==> src/scalar_kalman_filter_top_assert.svh <==
// ----------------------------------------------------------------------------
// scalar kalman filter assertion macros
// shared concurrent assertion forms, clocked on clk_i, disabled in reset
// ----------------------------------------------------------------------------
`ifndef SCALAR_KALMAN_FILTER_TOP_ASSERT_SVH
`define SCALAR_KALMAN_FILTER_TOP_ASSERT_SVH

// same-cycle implication
`define SKF_ASSERT_IMP(lbl, ante, cons, msg) \
  lbl: assert property (@(posedge clk_i) disable iff (!rst_ni) (ante) |-> (cons)) \
    else $error(msg);

// next-cycle implication
`define SKF_ASSERT_NXT(lbl, ante, cons, msg) \
  lbl: assert property (@(posedge clk_i) disable iff (!rst_ni) (ante) |=> (cons)) \
    else $error(msg);

`endif

==> src/skf_pkg.sv <==
// ----------------------------------------------------------------------------
// skf_pkg
// shared constants and controller/datapath interface types
// ----------------------------------------------------------------------------
`default_nettype none

package skf_pkg;

  // default fraction bits of variance, noise and gain
  localparam int unsigned FRAC_BITS_DEF = 16;

  // fixed field widths
  localparam int unsigned SAMPLE_W = 12;
  localparam int unsigned EST_W    = 18;
  localparam int unsigned GAIN_W   = 17;
  localparam int unsigned NOISE_W  = 24;
  localparam int unsigned VAR_W    = 25;
  localparam int unsigned S_DATA_W = 16;
  localparam int unsigned M_DATA_W = 40;

  // configuration register indexes
  localparam int unsigned CFG_IDX_W = 1;
  localparam logic [CFG_IDX_W-1:0] REG_PROCESS_NOISE = 1'b0;
  localparam logic [CFG_IDX_W-1:0] REG_MEASURE_NOISE = 1'b1;

  // estimate after reset: 22 degrees in 1/256 degree units
  localparam logic [EST_W-1:0] EST_RESET = 18'd5632;

  // controller to datapath commands
  typedef struct packed {
    logic load;      // capture sample, predicted variance
    logic prep;      // denominator and divider setup
    logic div_step;  // one restoring division step
    logic mul_x;     // gain times estimate error
    logic upd_x;     // estimate update
    logic mul_p;     // (1 - gain) times variance
    logic upd_p;     // variance update
    logic out_load;  // load result register
  } skf_cmd_t;

  // datapath to controller status
  typedef struct packed {
    logic out_free;  // result register can take a new result
  } skf_sts_t;

endpackage

`default_nettype wire

==> src/skf_ctrl.sv <==
// ----------------------------------------------------------------------------
// skf_ctrl
// step sequencer: accept, divide, two multiply/update pairs, result hand-off
// ----------------------------------------------------------------------------
`default_nettype none

`include "scalar_kalman_filter_top_assert.svh"

module skf_ctrl #(
  parameter int unsigned FRAC_BITS = skf_pkg::FRAC_BITS_DEF
) (
  input  wire               clk_i,
  input  wire               rst_ni,
  input  wire               s_valid_i,
  output logic              s_ready_o,
  input  skf_pkg::skf_sts_t sts_i,
  output skf_pkg::skf_cmd_t cmd_o
);

  localparam int unsigned CNT_W = $clog2(FRAC_BITS + 1);
  localparam logic [CNT_W-1:0] CNT_LAST = CNT_W'(FRAC_BITS);

  localparam logic [2:0] ST_IDLE   = 3'd0;
  localparam logic [2:0] ST_PREP   = 3'd1;
  localparam logic [2:0] ST_DIV    = 3'd2;
  localparam logic [2:0] ST_MULX   = 3'd3;
  localparam logic [2:0] ST_UPDX   = 3'd4;
  localparam logic [2:0] ST_MULP   = 3'd5;
  localparam logic [2:0] ST_UPDP   = 3'd6;
  localparam logic [2:0] ST_FINISH = 3'd7;

  logic [2:0]       state_q, state_d;
  logic [CNT_W-1:0] cnt_q, cnt_d;

  assign s_ready_o = (state_q == ST_IDLE);

  // next state and commands
  always_comb begin
    state_d = state_q;
    cnt_d   = cnt_q;
    cmd_o   = '0;
    case (state_q)
      ST_IDLE: begin
        if (s_valid_i) begin
          cmd_o.load = 1'b1;
          state_d    = ST_PREP;
        end
      end
      ST_PREP: begin
        cmd_o.prep = 1'b1;
        cnt_d      = '0;
        state_d    = ST_DIV;
      end
      ST_DIV: begin
        cmd_o.div_step = 1'b1;
        cnt_d          = cnt_q + 1'b1;
        if (cnt_q == CNT_LAST) begin
          state_d = ST_MULX;
        end
      end
      ST_MULX: begin
        cmd_o.mul_x = 1'b1;
        state_d     = ST_UPDX;
      end
      ST_UPDX: begin
        cmd_o.upd_x = 1'b1;
        state_d     = ST_MULP;
      end
      ST_MULP: begin
        cmd_o.mul_p = 1'b1;
        state_d     = ST_UPDP;
      end
      ST_UPDP: begin
        cmd_o.upd_p = 1'b1;
        state_d     = ST_FINISH;
      end
      ST_FINISH: begin
        if (sts_i.out_free) begin
          cmd_o.out_load = 1'b1;
          state_d        = ST_IDLE;
        end
      end
      default: begin
        state_d = ST_IDLE;
      end
    endcase
  end

  // state registers
  always_ff @(posedge clk_i or negedge rst_ni) begin
    if (!rst_ni) begin
      state_q <= ST_IDLE;
      cnt_q   <= '0;
    end else begin
      state_q <= state_d;
      cnt_q   <= cnt_d;
    end
  end

  // result never overwrites one that is still waiting
  `SKF_ASSERT_IMP(a_load_free, cmd_o.out_load, sts_i.out_free, "result overwritten")
  // an accepted sample starts the divider setup next
  `SKF_ASSERT_NXT(a_accept_prep, s_valid_i && s_ready_o, state_q == ST_PREP, "no prep")
  // divider step count stays within the quotient width
  `SKF_ASSERT_IMP(a_div_cnt, state_q == ST_DIV, cnt_q <= CNT_LAST, "div count overrun")

endmodule

`default_nettype wire

==> src/skf_datapath.sv <==
// ----------------------------------------------------------------------------
// skf_datapath
// noise registers, filter state, restoring divider, shared multiplier, result
// ----------------------------------------------------------------------------
`default_nettype none

`include "scalar_kalman_filter_top_assert.svh"

module skf_datapath #(
  parameter int unsigned FRAC_BITS = skf_pkg::FRAC_BITS_DEF
) (
  input  wire                                 clk_i,
  input  wire                                 rst_ni,
  input  wire                                 cfg_we_i,
  input  wire [skf_pkg::CFG_IDX_W-1:0]        cfg_idx_i,
  input  wire [skf_pkg::NOISE_W-1:0]          cfg_wdata_i,
  input  wire [skf_pkg::SAMPLE_W-1:0]         sample_i,
  input  skf_pkg::skf_cmd_t                   cmd_i,
  output skf_pkg::skf_sts_t                   sts_o,
  output logic                                out_valid_o,
  input  wire                                 out_ready_i,
  output logic [skf_pkg::EST_W-1:0]           estimate_o,
  output logic [skf_pkg::GAIN_W-1:0]          gain_now_o
);

  localparam int unsigned EST_W   = skf_pkg::EST_W;
  localparam int unsigned VAR_W   = skf_pkg::VAR_W;
  localparam int unsigned NOISE_W = skf_pkg::NOISE_W;
  localparam int unsigned GAIN_W  = skf_pkg::GAIN_W;
  localparam int unsigned K_W     = FRAC_BITS + 1;
  localparam int unsigned PROD_W  = K_W + VAR_W;
  localparam int unsigned REM_W   = VAR_W + 2;
  localparam logic [K_W-1:0] ONE  = K_W'(1) << FRAC_BITS;
  localparam int unsigned NOISE_RST_I = ((1 << FRAC_BITS) + 5) / 10;
  localparam logic [NOISE_W-1:0] NOISE_RST = NOISE_W'(NOISE_RST_I);

  logic [NOISE_W-1:0] q_q, r_q;
  logic [EST_W-1:0]   x_q, x_d;
  logic [VAR_W-1:0]   var_q;
  logic [EST_W-1:0]   tgt_q;
  logic [VAR_W-1:0]   p_q;
  logic [VAR_W:0]     den_q;
  logic               den_zero_q;
  logic [REM_W-1:0]   rem_q;
  logic [K_W-1:0]     k_q;
  logic [PROD_W-1:0]  prod_q;
  logic               out_valid_q;
  logic [EST_W-1:0]   est_out_q;
  logic [GAIN_W-1:0]  gain_out_q;

  logic [VAR_W:0]     p_sum;
  logic [VAR_W-1:0]   p_sat;
  logic [VAR_W:0]     den_sum;
  logic               rem_ge;
  logic [REM_W-1:0]   rem_diff;
  logic [K_W-1:0]     k_eff;
  logic               x_up;
  logic [EST_W-1:0]   dmag;
  logic [K_W-1:0]     mul_a;
  logic [VAR_W-1:0]   mul_b;
  logic [PROD_W-1:0]  prod_rnd;
  logic [GAIN_W-1:0]  gain_q16;

  // noise registers
  always_ff @(posedge clk_i or negedge rst_ni) begin
    if (!rst_ni) begin
      q_q <= NOISE_RST;
      r_q <= NOISE_RST;
    end else if (cfg_we_i) begin
      case (cfg_idx_i)
        skf_pkg::REG_PROCESS_NOISE: q_q <= cfg_wdata_i;
        skf_pkg::REG_MEASURE_NOISE: r_q <= cfg_wdata_i;
        default: begin
        end
      endcase
    end
  end

  // predicted variance, saturating at full scale
  assign p_sum   = {1'b0, var_q} + {2'b0, q_q};
  assign p_sat   = p_sum[VAR_W] ? '1 : p_sum[VAR_W-1:0];
  assign den_sum = {1'b0, p_q} + {2'b0, r_q};

  // restoring division step, remainder kept pre-shifted
  assign rem_ge   = (rem_q >= {1'b0, den_q});
  assign rem_diff = rem_ge ? (rem_q - {1'b0, den_q}) : rem_q;

  // zero denominator gives zero gain
  assign k_eff = den_zero_q ? '0 : k_q;

  // estimate error magnitude and direction
  assign x_up = (tgt_q >= x_q);
  assign dmag = x_up ? (tgt_q - x_q) : (x_q - tgt_q);

  // shared multiplier operands
  assign mul_a = cmd_i.mul_p ? (ONE - k_eff) : k_eff;
  assign mul_b = cmd_i.mul_p ? p_q : {{(VAR_W-EST_W){1'b0}}, dmag};

  // downward step rounds toward minus infinity
  assign prod_rnd = prod_q + PROD_W'(ONE - 1'b1);

  always_comb begin
    if (x_up) begin
      x_d = x_q + EST_W'(prod_q >> FRAC_BITS);
    end else begin
      x_d = x_q - EST_W'(prod_rnd >> FRAC_BITS);
    end
  end

  // gain in 16 fraction bits
  generate
    if (FRAC_BITS >= 16) begin : g_gain_trunc
      assign gain_q16 = GAIN_W'(k_eff >> (FRAC_BITS - 16));
    end else begin : g_gain_shift
      assign gain_q16 = GAIN_W'({k_eff, {(16 - FRAC_BITS){1'b0}}});
    end
  endgenerate

  // filter state
  always_ff @(posedge clk_i or negedge rst_ni) begin
    if (!rst_ni) begin
      x_q   <= skf_pkg::EST_RESET;
      var_q <= VAR_W'(ONE);
    end else begin
      if (cmd_i.upd_x) begin
        x_q <= x_d;
      end
      if (cmd_i.upd_p) begin
        var_q <= VAR_W'(prod_q >> FRAC_BITS);
      end
    end
  end

  // working registers
  always_ff @(posedge clk_i) begin
    if (cmd_i.load) begin
      tgt_q <= {sample_i, 6'b0};
      p_q   <= p_sat;
    end
    if (cmd_i.prep) begin
      den_q      <= den_sum;
      den_zero_q <= (den_sum == '0);
      rem_q      <= REM_W'(p_q);
      k_q        <= '0;
    end
    if (cmd_i.div_step) begin
      rem_q <= rem_diff << 1;
      k_q   <= {k_q[K_W-2:0], rem_ge};
    end
    if (cmd_i.mul_x || cmd_i.mul_p) begin
      prod_q <= PROD_W'(mul_a) * PROD_W'(mul_b);
    end
  end

  // result register
  always_ff @(posedge clk_i or negedge rst_ni) begin
    if (!rst_ni) begin
      out_valid_q <= 1'b0;
    end else if (cmd_i.out_load) begin
      out_valid_q <= 1'b1;
    end else if (out_ready_i) begin
      out_valid_q <= 1'b0;
    end
  end

  always_ff @(posedge clk_i) begin
    if (cmd_i.out_load) begin
      est_out_q  <= x_q;
      gain_out_q <= gain_q16;
    end
  end

  assign sts_o.out_free = !out_valid_q || out_ready_i;
  assign out_valid_o    = out_valid_q;
  assign estimate_o     = est_out_q;
  assign gain_now_o     = gain_out_q;

  // gain never exceeds one when it is used
  `SKF_ASSERT_IMP(a_gain_max, cmd_i.mul_x, k_eff <= ONE, "gain above one")
  // updated estimate lies between old estimate and target
  `SKF_ASSERT_NXT(a_x_between, cmd_i.upd_x,
    ((tgt_q >= $past(x_q)) ? (x_q >= $past(x_q) && x_q <= tgt_q)
                           : (x_q <= $past(x_q) && x_q >= tgt_q)),
    "estimate left its interval")
  // loading a result shows it next cycle
  `SKF_ASSERT_NXT(a_out_shown, cmd_i.out_load, out_valid_q, "result not shown")

endmodule

`default_nettype wire

==> src/scalar_kalman_filter_top.sv <==
// ----------------------------------------------------------------------------
// scalar_kalman_filter_top
// one-dimensional kalman filter for a temperature sample stream
// ----------------------------------------------------------------------------
// usage:
//   slave stream carries one temperature sample (quarter degrees) per
//   transfer; master stream returns one result per sample: the new estimate
//   (1/256 degree) and the gain used (Q1.16).
//   process and measurement noise are written through cfg_we_i / cfg_idx_i /
//   cfg_wdata_i while the filter is idle; a write takes effect at once.
// timing:
//   a sample is taken only in the idle state, one at a time. after the
//   sample transfer the sequencer runs prep, the divider steps, the two
//   multiply/update pairs and a finish state that loads the result
//   register, then returns to idle for the next sample. the gain divider
//   is a restoring divider producing one quotient bit per cycle.
// reset:
//   estimate returns to 22 degrees, variance to 1.0, both noise registers to
//   0.1; no result is pending.
// stall:
//   a result waits in the output register while m_axis_tready is low; the
//   next sample may already be taken and processed, and its result is held
//   back until the waiting one has been transferred.
// ----------------------------------------------------------------------------
`default_nettype none

module scalar_kalman_filter_top #(
  parameter int unsigned FRAC_BITS = skf_pkg::FRAC_BITS_DEF
) (
  input  wire                               clk_i,
  input  wire                               rst_ni,
  // configuration write port
  input  wire                               cfg_we_i,
  input  wire [skf_pkg::CFG_IDX_W-1:0]      cfg_idx_i,
  input  wire [skf_pkg::NOISE_W-1:0]        cfg_wdata_i,
  // sample stream
  input  wire                               s_axis_tvalid,
  output logic                              s_axis_tready,
  input  wire [skf_pkg::S_DATA_W-1:0]       s_axis_tdata,  // [11:0] sample_quarter_deg
  // result stream
  output logic                              m_axis_tvalid,
  input  wire                               m_axis_tready,
  output logic [skf_pkg::M_DATA_W-1:0]      m_axis_tdata   // [17:0] estimate, [34:18] gain_now
);

  skf_pkg::skf_cmd_t              cmd;
  skf_pkg::skf_sts_t              sts;
  logic [skf_pkg::EST_W-1:0]      estimate;
  logic [skf_pkg::GAIN_W-1:0]     gain_now;

  // sequencer
  skf_ctrl #(
    .FRAC_BITS (FRAC_BITS)
  ) u_ctrl (
    .clk_i     (clk_i),
    .rst_ni    (rst_ni),
    .s_valid_i (s_axis_tvalid),
    .s_ready_o (s_axis_tready),
    .sts_i     (sts),
    .cmd_o     (cmd)
  );

  // arithmetic and state
  skf_datapath #(
    .FRAC_BITS (FRAC_BITS)
  ) u_datapath (
    .clk_i       (clk_i),
    .rst_ni      (rst_ni),
    .cfg_we_i    (cfg_we_i),
    .cfg_idx_i   (cfg_idx_i),
    .cfg_wdata_i (cfg_wdata_i),
    .sample_i    (s_axis_tdata[skf_pkg::SAMPLE_W-1:0]),
    .cmd_i       (cmd),
    .sts_o       (sts),
    .out_valid_o (m_axis_tvalid),
    .out_ready_i (m_axis_tready),
    .estimate_o  (estimate),
    .gain_now_o  (gain_now)
  );

  // result packing, zero filled to whole bytes
  assign m_axis_tdata = {
    {(skf_pkg::M_DATA_W - skf_pkg::GAIN_W - skf_pkg::EST_W){1'b0}},
    gain_now,
    estimate
  };

endmodule

`default_nettype wire
==> config.mk <==
export PLATFORM = sky130hd
export DESIGN_NAME = scalar_kalman_filter_top
export DESIGN_NICKNAME = d
export VERILOG_FILES = /design/src/skf_pkg.sv /design/src/skf_ctrl.sv /design/src/skf_datapath.sv /design/src/scalar_kalman_filter_top.sv
export VERILOG_INCLUDE_DIRS = /design/src /design/src/src
export SDC_FILE = /design/constraint.sdc
export NUM_CORES = 2
export LEC_CHECK = 0
export ABC_AREA = 0
export BUFFER_PORTS_ARGS = -buffer_cell sky130_fd_sc_hd__buf_2
export CAP_MARGIN = 10
export CORE_MARGIN = 2
export CORE_UTILIZATION = 46
export DETAILED_ROUTE_END_ITERATION = 7
export SLEW_MARGIN = 20
export SYNTH_ARGS = -nofsm -noshare
export SYNTH_HDL_FRONTEND = slang
export SYNTH_SLANG_ARGS = --single-unit
export TNS_END_PERCENT = 5
==> constraint.sdc <==
create_clock -name clk_i -period 12.5 [get_ports clk_i]
set_input_delay 1.25 -clock clk_i [delete_from_list [all_inputs] [get_ports clk_i]]
set_output_delay 1.25 -clock clk_i [all_outputs]
set_load 0.01 [all_outputs]
-- Yosys cells after proc, flatten, opt, wreduce, memory -nomap -nowiden
Index checks and enable logic that the tools add are counted.
W data, S select, Z words.
- register bits after elaboration: 284
- input port bits: 46
- bitwise operators: 1
- muxes and demuxes: 27
- multiply operators: 1
- equal/unequal tests: 11
- $add $sub $neg: 10
- reductions and logical operators: 11
- $lt $le $gt $ge: 2
- operator list (kind ; number):
    $mux W17 ; 4
    $mux W27 ; 2
    $sub A18 B18 Y18 ; 3
    $add A25 B24 Y26 ; 2
    $mul A17 B25 Y41 ; 1
    $mux W18 ; 2
    $add A34 B16 Y34 const B ; 1
    $ge A27 B26 Y1 ; 1
    $logic_not A26 Y1 ; 1
    $mux W26 ; 1
    $sub A26 B26 Y26 ; 1
    $mux W25 ; 1
    $pmux W3 S8 ; 1
    $add A18 B18 Y18 ; 1
    $ge A18 B18 Y1 ; 1
    $sub A17 B17 Y17 const A ; 1
    $eq A3 B3 Y1 const B ; 4
    $mux W1 ; 12
    $pmux W5 S2 ; 1
    $mux W3 ; 3
    $eq A3 B2 Y1 const B ; 2
    $reduce_bool A2 Y1 ; 3
    $add A5 B1 Y5 const B ; 1
    $eq A5 B5 Y1 const B ; 1
    other kinds (9) ; 12

-- Longest topological paths before layout
- depth in word-level cells: 5
- gate-level depth with buffers: 37

-- Modules after synthesis
Synthesis repeated with hierarchy kept, for this count alone.
- cell total of the unflattened synthesis: 3140
- area total of the unflattened synthesis: 30192.7 sq um
- modules (own cells, without submodules) (module ; cells each ; area each (sq um) ; times used):
    skf_datapath ; 3080 ; 29608.4 ; 1
    skf_ctrl ; 54 ; 543.0 ; 1
    scalar_kalman_filter_top ; 6 ; 41.3 ; 1

-- Least setup slack after synthesis
No wires, ideal clock.
- kind: reg2reg
- start point: reg u_datapath.x_q[10]
- end point: reg u_datapath.prod_q[40] (data pin)
- path buffers: 3
- arrival time: 8.715 ns
- stages on the path, launching flop included: 35
- library setup time: 0.260 ns
- slack: 3.525 ns
- path through: dfstp_2 > ha_1 > clkbuf_1 > nand4_1 > nor4_2 > a211oi_1 > a31oi_2 > or2_2 > buf_6 > mux2i_1 > a32o_1 > o31a_1 > o31ai_4 > buf_6 > nand2_2 > fa_1 > fa_1 > fa_1 > inv_1 > fa_1 > fa_1 > inv_1 > fa_1 > inv_1 > ha_1 > a21o_1 > a21o_1 > a21o_1 > a221oi_1 > o21ai_0 > o31a_1 > or3b_1 > a31o_2 > a21oi_1 > xnor2_1
- word-level cells in the longest chain between the ends: 4
- elaborated cells on any way between the ends: 6
- those cells by class: 2 x add/sub; 1 x mul; 1 x order compare; 2 x mux
- ends and longest elaborated chain (item ; RTL line ; RTL):
    start, declared ; skf_datapath.sv:38 ; logic [EST_W-1:0] x_q, x_d;
    start signal, assigned ; skf_datapath.sv:122 ; x_q <= skf_pkg::EST_RESET;
    $sub A18 B18 Y18 / $ge A18 B18 Y1 (equally long branches) ; skf_datapath.sv:93, skf_datapath.sv:92 ;
    $mux W18 * ; skf_datapath.sv:93 ; assign dmag = x_up ? (tgt_q - x_q) : (x_q - tgt_q);
    $mux W25 * ; skf_datapath.sv:97 ; assign mul_b = cmd_i.mul_p ? p_q : {{(VAR_W-EST_W){1'b0}}, dmag};
    $mul A17 B25 Y41 * ; skf_datapath.sv:151 ; prod_q <= PROD_W'(mul_a) * PROD_W'(mul_b);
    end signal, assigned ; skf_datapath.sv:151 ;
    end, declared ; skf_datapath.sv:46 ; logic [PROD_W-1:0] prod_q;
Mark *: on every way between the ends. The rest lies on a longest branch, timed or not.
A chain may end at the register's enable or synchronous reset.

-- Final worst setup path
- start point: reg u_datapath.x_q[1]
- end point: reg u_datapath.prod_q[40] (data pin)
The elaborated chain is that of the path after synthesis.

==> results.md <==
- Final wirelength: 83600 um
- Post-Syn Area: 0.0301 sq mm
- H-tree depth: 2
- Synth Flop Type: edfxtp_1
- Starting Density: 46.6%
- DR iter-0 viols: 1735
- RD Place Congestion: approximately 0.93
- Sequential fraction of the synthesis area: 26.7%
- Ports: 88
- Final worst path period need: 10.69 ns
- Fill cells: about 5900
- Setup violations, final: 0
- Commonest cells in the synthesized netlist: 497 x inv_1, 386 x nand2_1, 348 x fa_1
- Clock buffer depth: 3
- Pre-antenna DRT Iters: 6
- HP Class: flip-flop to flip-flop
- Max-cap violation count: 0
- Syn_area_per_cell: 9.58 sq um
- Mapped Cells: 3142
- Final non-filler cell total: 4089
- GRT Overall Usage: 25.5%
- Placed insts: just over 4000
- Measured slew at the worst slew-check pin: between 1 and 1.5 ns
- CP max-delay cell: a21oi_1
- Vias per cell: roughly 5.6
- Arrival @ worst endpoint: 10.98 ns
- Area contributors post-synth: fa_1 23%, edfxtp_1 18%, ha_1 9.6%
- Yosys top cell area share: between 20% and 30%
- ANT cells: 0
- Yosys reg bits: 284
- Ratio of final minimum period to clock period: 85.5%
- Height of the die: 260 um
- Clock-pin transition on the worst setup and hold timing paths: approximately 0.06 ns
- Setup crit start kind: flip-flop
- Most used cell, CP: fa_1
- Slew margin rel.: 19.7%
- Cts hold-fix bufs: 0
- Peak Freq: 93.5 MHz
- CP bufs+invs: 5
- Clk_lat worst skew: between 0.5 and 0.6 ns
- Final Skew: 0.0374 ns
- Die Area: 0.0675 sq mm
- First-pass GRT wire length: 133000 um
- WP data required: around 13 ns
- CTS buffer count: 34
- Chip Width: 260 um
- Routed WL per cell: 20.4 um
- Yosys top cell by area: fa_1
- Number of gates resized after CTS: 0
- Critical Path Fanout Max: 20
- IO buf count: roughly 80
- Slew Viols, Final: 0
- Crit. End Element: flip-flop
- Antenna-violating nets left: 0
- CP max stage delay: about 0.95 ns
- Final hold vios: 0
- Fin Setup TNS: 0 ns
- RSZ-0062 raised after global routing: no
- Vias in the first global route: between 20000 and 25000
- Clock root buffer: clkbuf_16
- # DRC: 0
- CTS tree: built
- R2R setup slack: 1.81 ns
- Status: finished, final reports clean
- Share of layout cells above drive strength 1: 10.2%
- Post-synth EDFFs: between 150 and 200
- Via count: 22700
- Initial antenna violation count: 0
- Most numerous cell in the Yosys netlist: inv_1
- Row count: 93
- Post-synth cell types: just over 80
- Crit path kind: flip-flop to flip-flop
- HPWL Detailed: 65300 um
- Clock sink count: 284
- Grt total ovfl: 0
- Fin nets: 3834
- Family with the most delay on the worst path: adder cells
- Post-synth ARST share: 35.2%
- Synth Warn #: 0
- Pin count of the biggest net entering global routing: 58
- Layout area overhead: 8.79%
- Post-CTS Setup Repair Bufs: 0
- Core area: 0.0646 sq mm
## area by class of cell
type                            count  area (sq um)  share of cell area (%)
Inverter                          497          1870                    5.70
Timing Repair Buffer              131           791                    2.41
Sequential cell                   284          8040                    24.6
Multi-Input combinational cell   2261         19800                    60.6
Clock buffer                       40           903                    2.76
Clock inverter                     21           233                   0.711
Tap cell                          855          1070                    3.27
## path summary, 6_finish.rpt
kind,from,to,cells after the start
min in group asynchronous,rst_ni,u_datapath.r_q[0],1
setup / recovery,u_datapath.x_q[1],u_datapath.prod_q[40],33
hold / removal,u_datapath.prod_q[40],u_datapath.var_q[24],1
hold reg to reg,u_datapath.prod_q[40],u_datapath.var_q[24],1
setup reg to reg,u_datapath.x_q[1],u_datapath.prod_q[40],33
max in group asynchronous,rst_ni,u_datapath.x_q[3],2
## sequential cells by signal, summed over array words and instances (netlist names), 18 cells and up
register               flops
u_datapath.prod_q         41
u_datapath.rem_q          27
u_datapath.estimate_o     18
u_datapath.den_q          26
u_datapath.var_q          25
u_datapath.r_q            24
u_datapath.p_q            25
u_datapath.q_q            24
u_datapath.x_q            18
## metrics by stage
step | setup WS [ns] | utilization [%] | instance area (sq um) | hold WS (ns)
4_1_cts | 1.83 | 50.7 | 32700 | 0.476
3_3_place_gp | 2.00 | 48.9 | 31600 | 0.460
6_report | 1.81 | 50.7 | 32700 | 0.475
2_1_floorplan | 3.52 | - | 30100 | 0.425
5_1_grt | 1.36 | 50.7 | 32700 | 0.482
3_5_place_dp | 1.92 | 48.9 | 31600 | 0.465
## kinds of logic (layout without fill, tap and decap cells)
logic type / Yosys count / count (layout) / synth area share, %
flops: 284 / 284 / 26.7
xor+xnor: 169 / 169 / 4.92
simple gates: 934 / 934 / 14.2
buf+inv: 601 / 689 / 7.62
compound gates: 479 / 479 / 10.3
other cells: 1 / 5 / 0.0125
mux: 95 / 95 / 3.49
fa+ha+maj: 579 / 579 / 32.7
## routing by layer
metal,vias up,share of wire (%),global-route usage (%)
met5,-,0,0
met4,0,2.7,6.77
met3,122,6.4,4.02
met2,658,45,40.4
met1,11500,46,36.5
li1,10400,-,-
## layout by cell type (no fill, tap or decap), types with 28 or more instances in the layout
cell,n
mux2_2,80
a21o_1,63
nor2_1,229
nor3_1,34
o21ai_0,110
clkbuf_16,34
buf_4,54
edfxtp_1,183
buf_2,77
nand3_1,36
inv_1,496
ha_1,231
nor2b_1,28
xnor2_1,99
xor2_1,66
a21oi_1,122
nand2_1,386
dfrtp_1,82
fa_1,348
and2_1,77
Power is left out: the tool's default activity adds up to more than one toggle a clock period on the data nets, which glitch-free logic cannot reach.
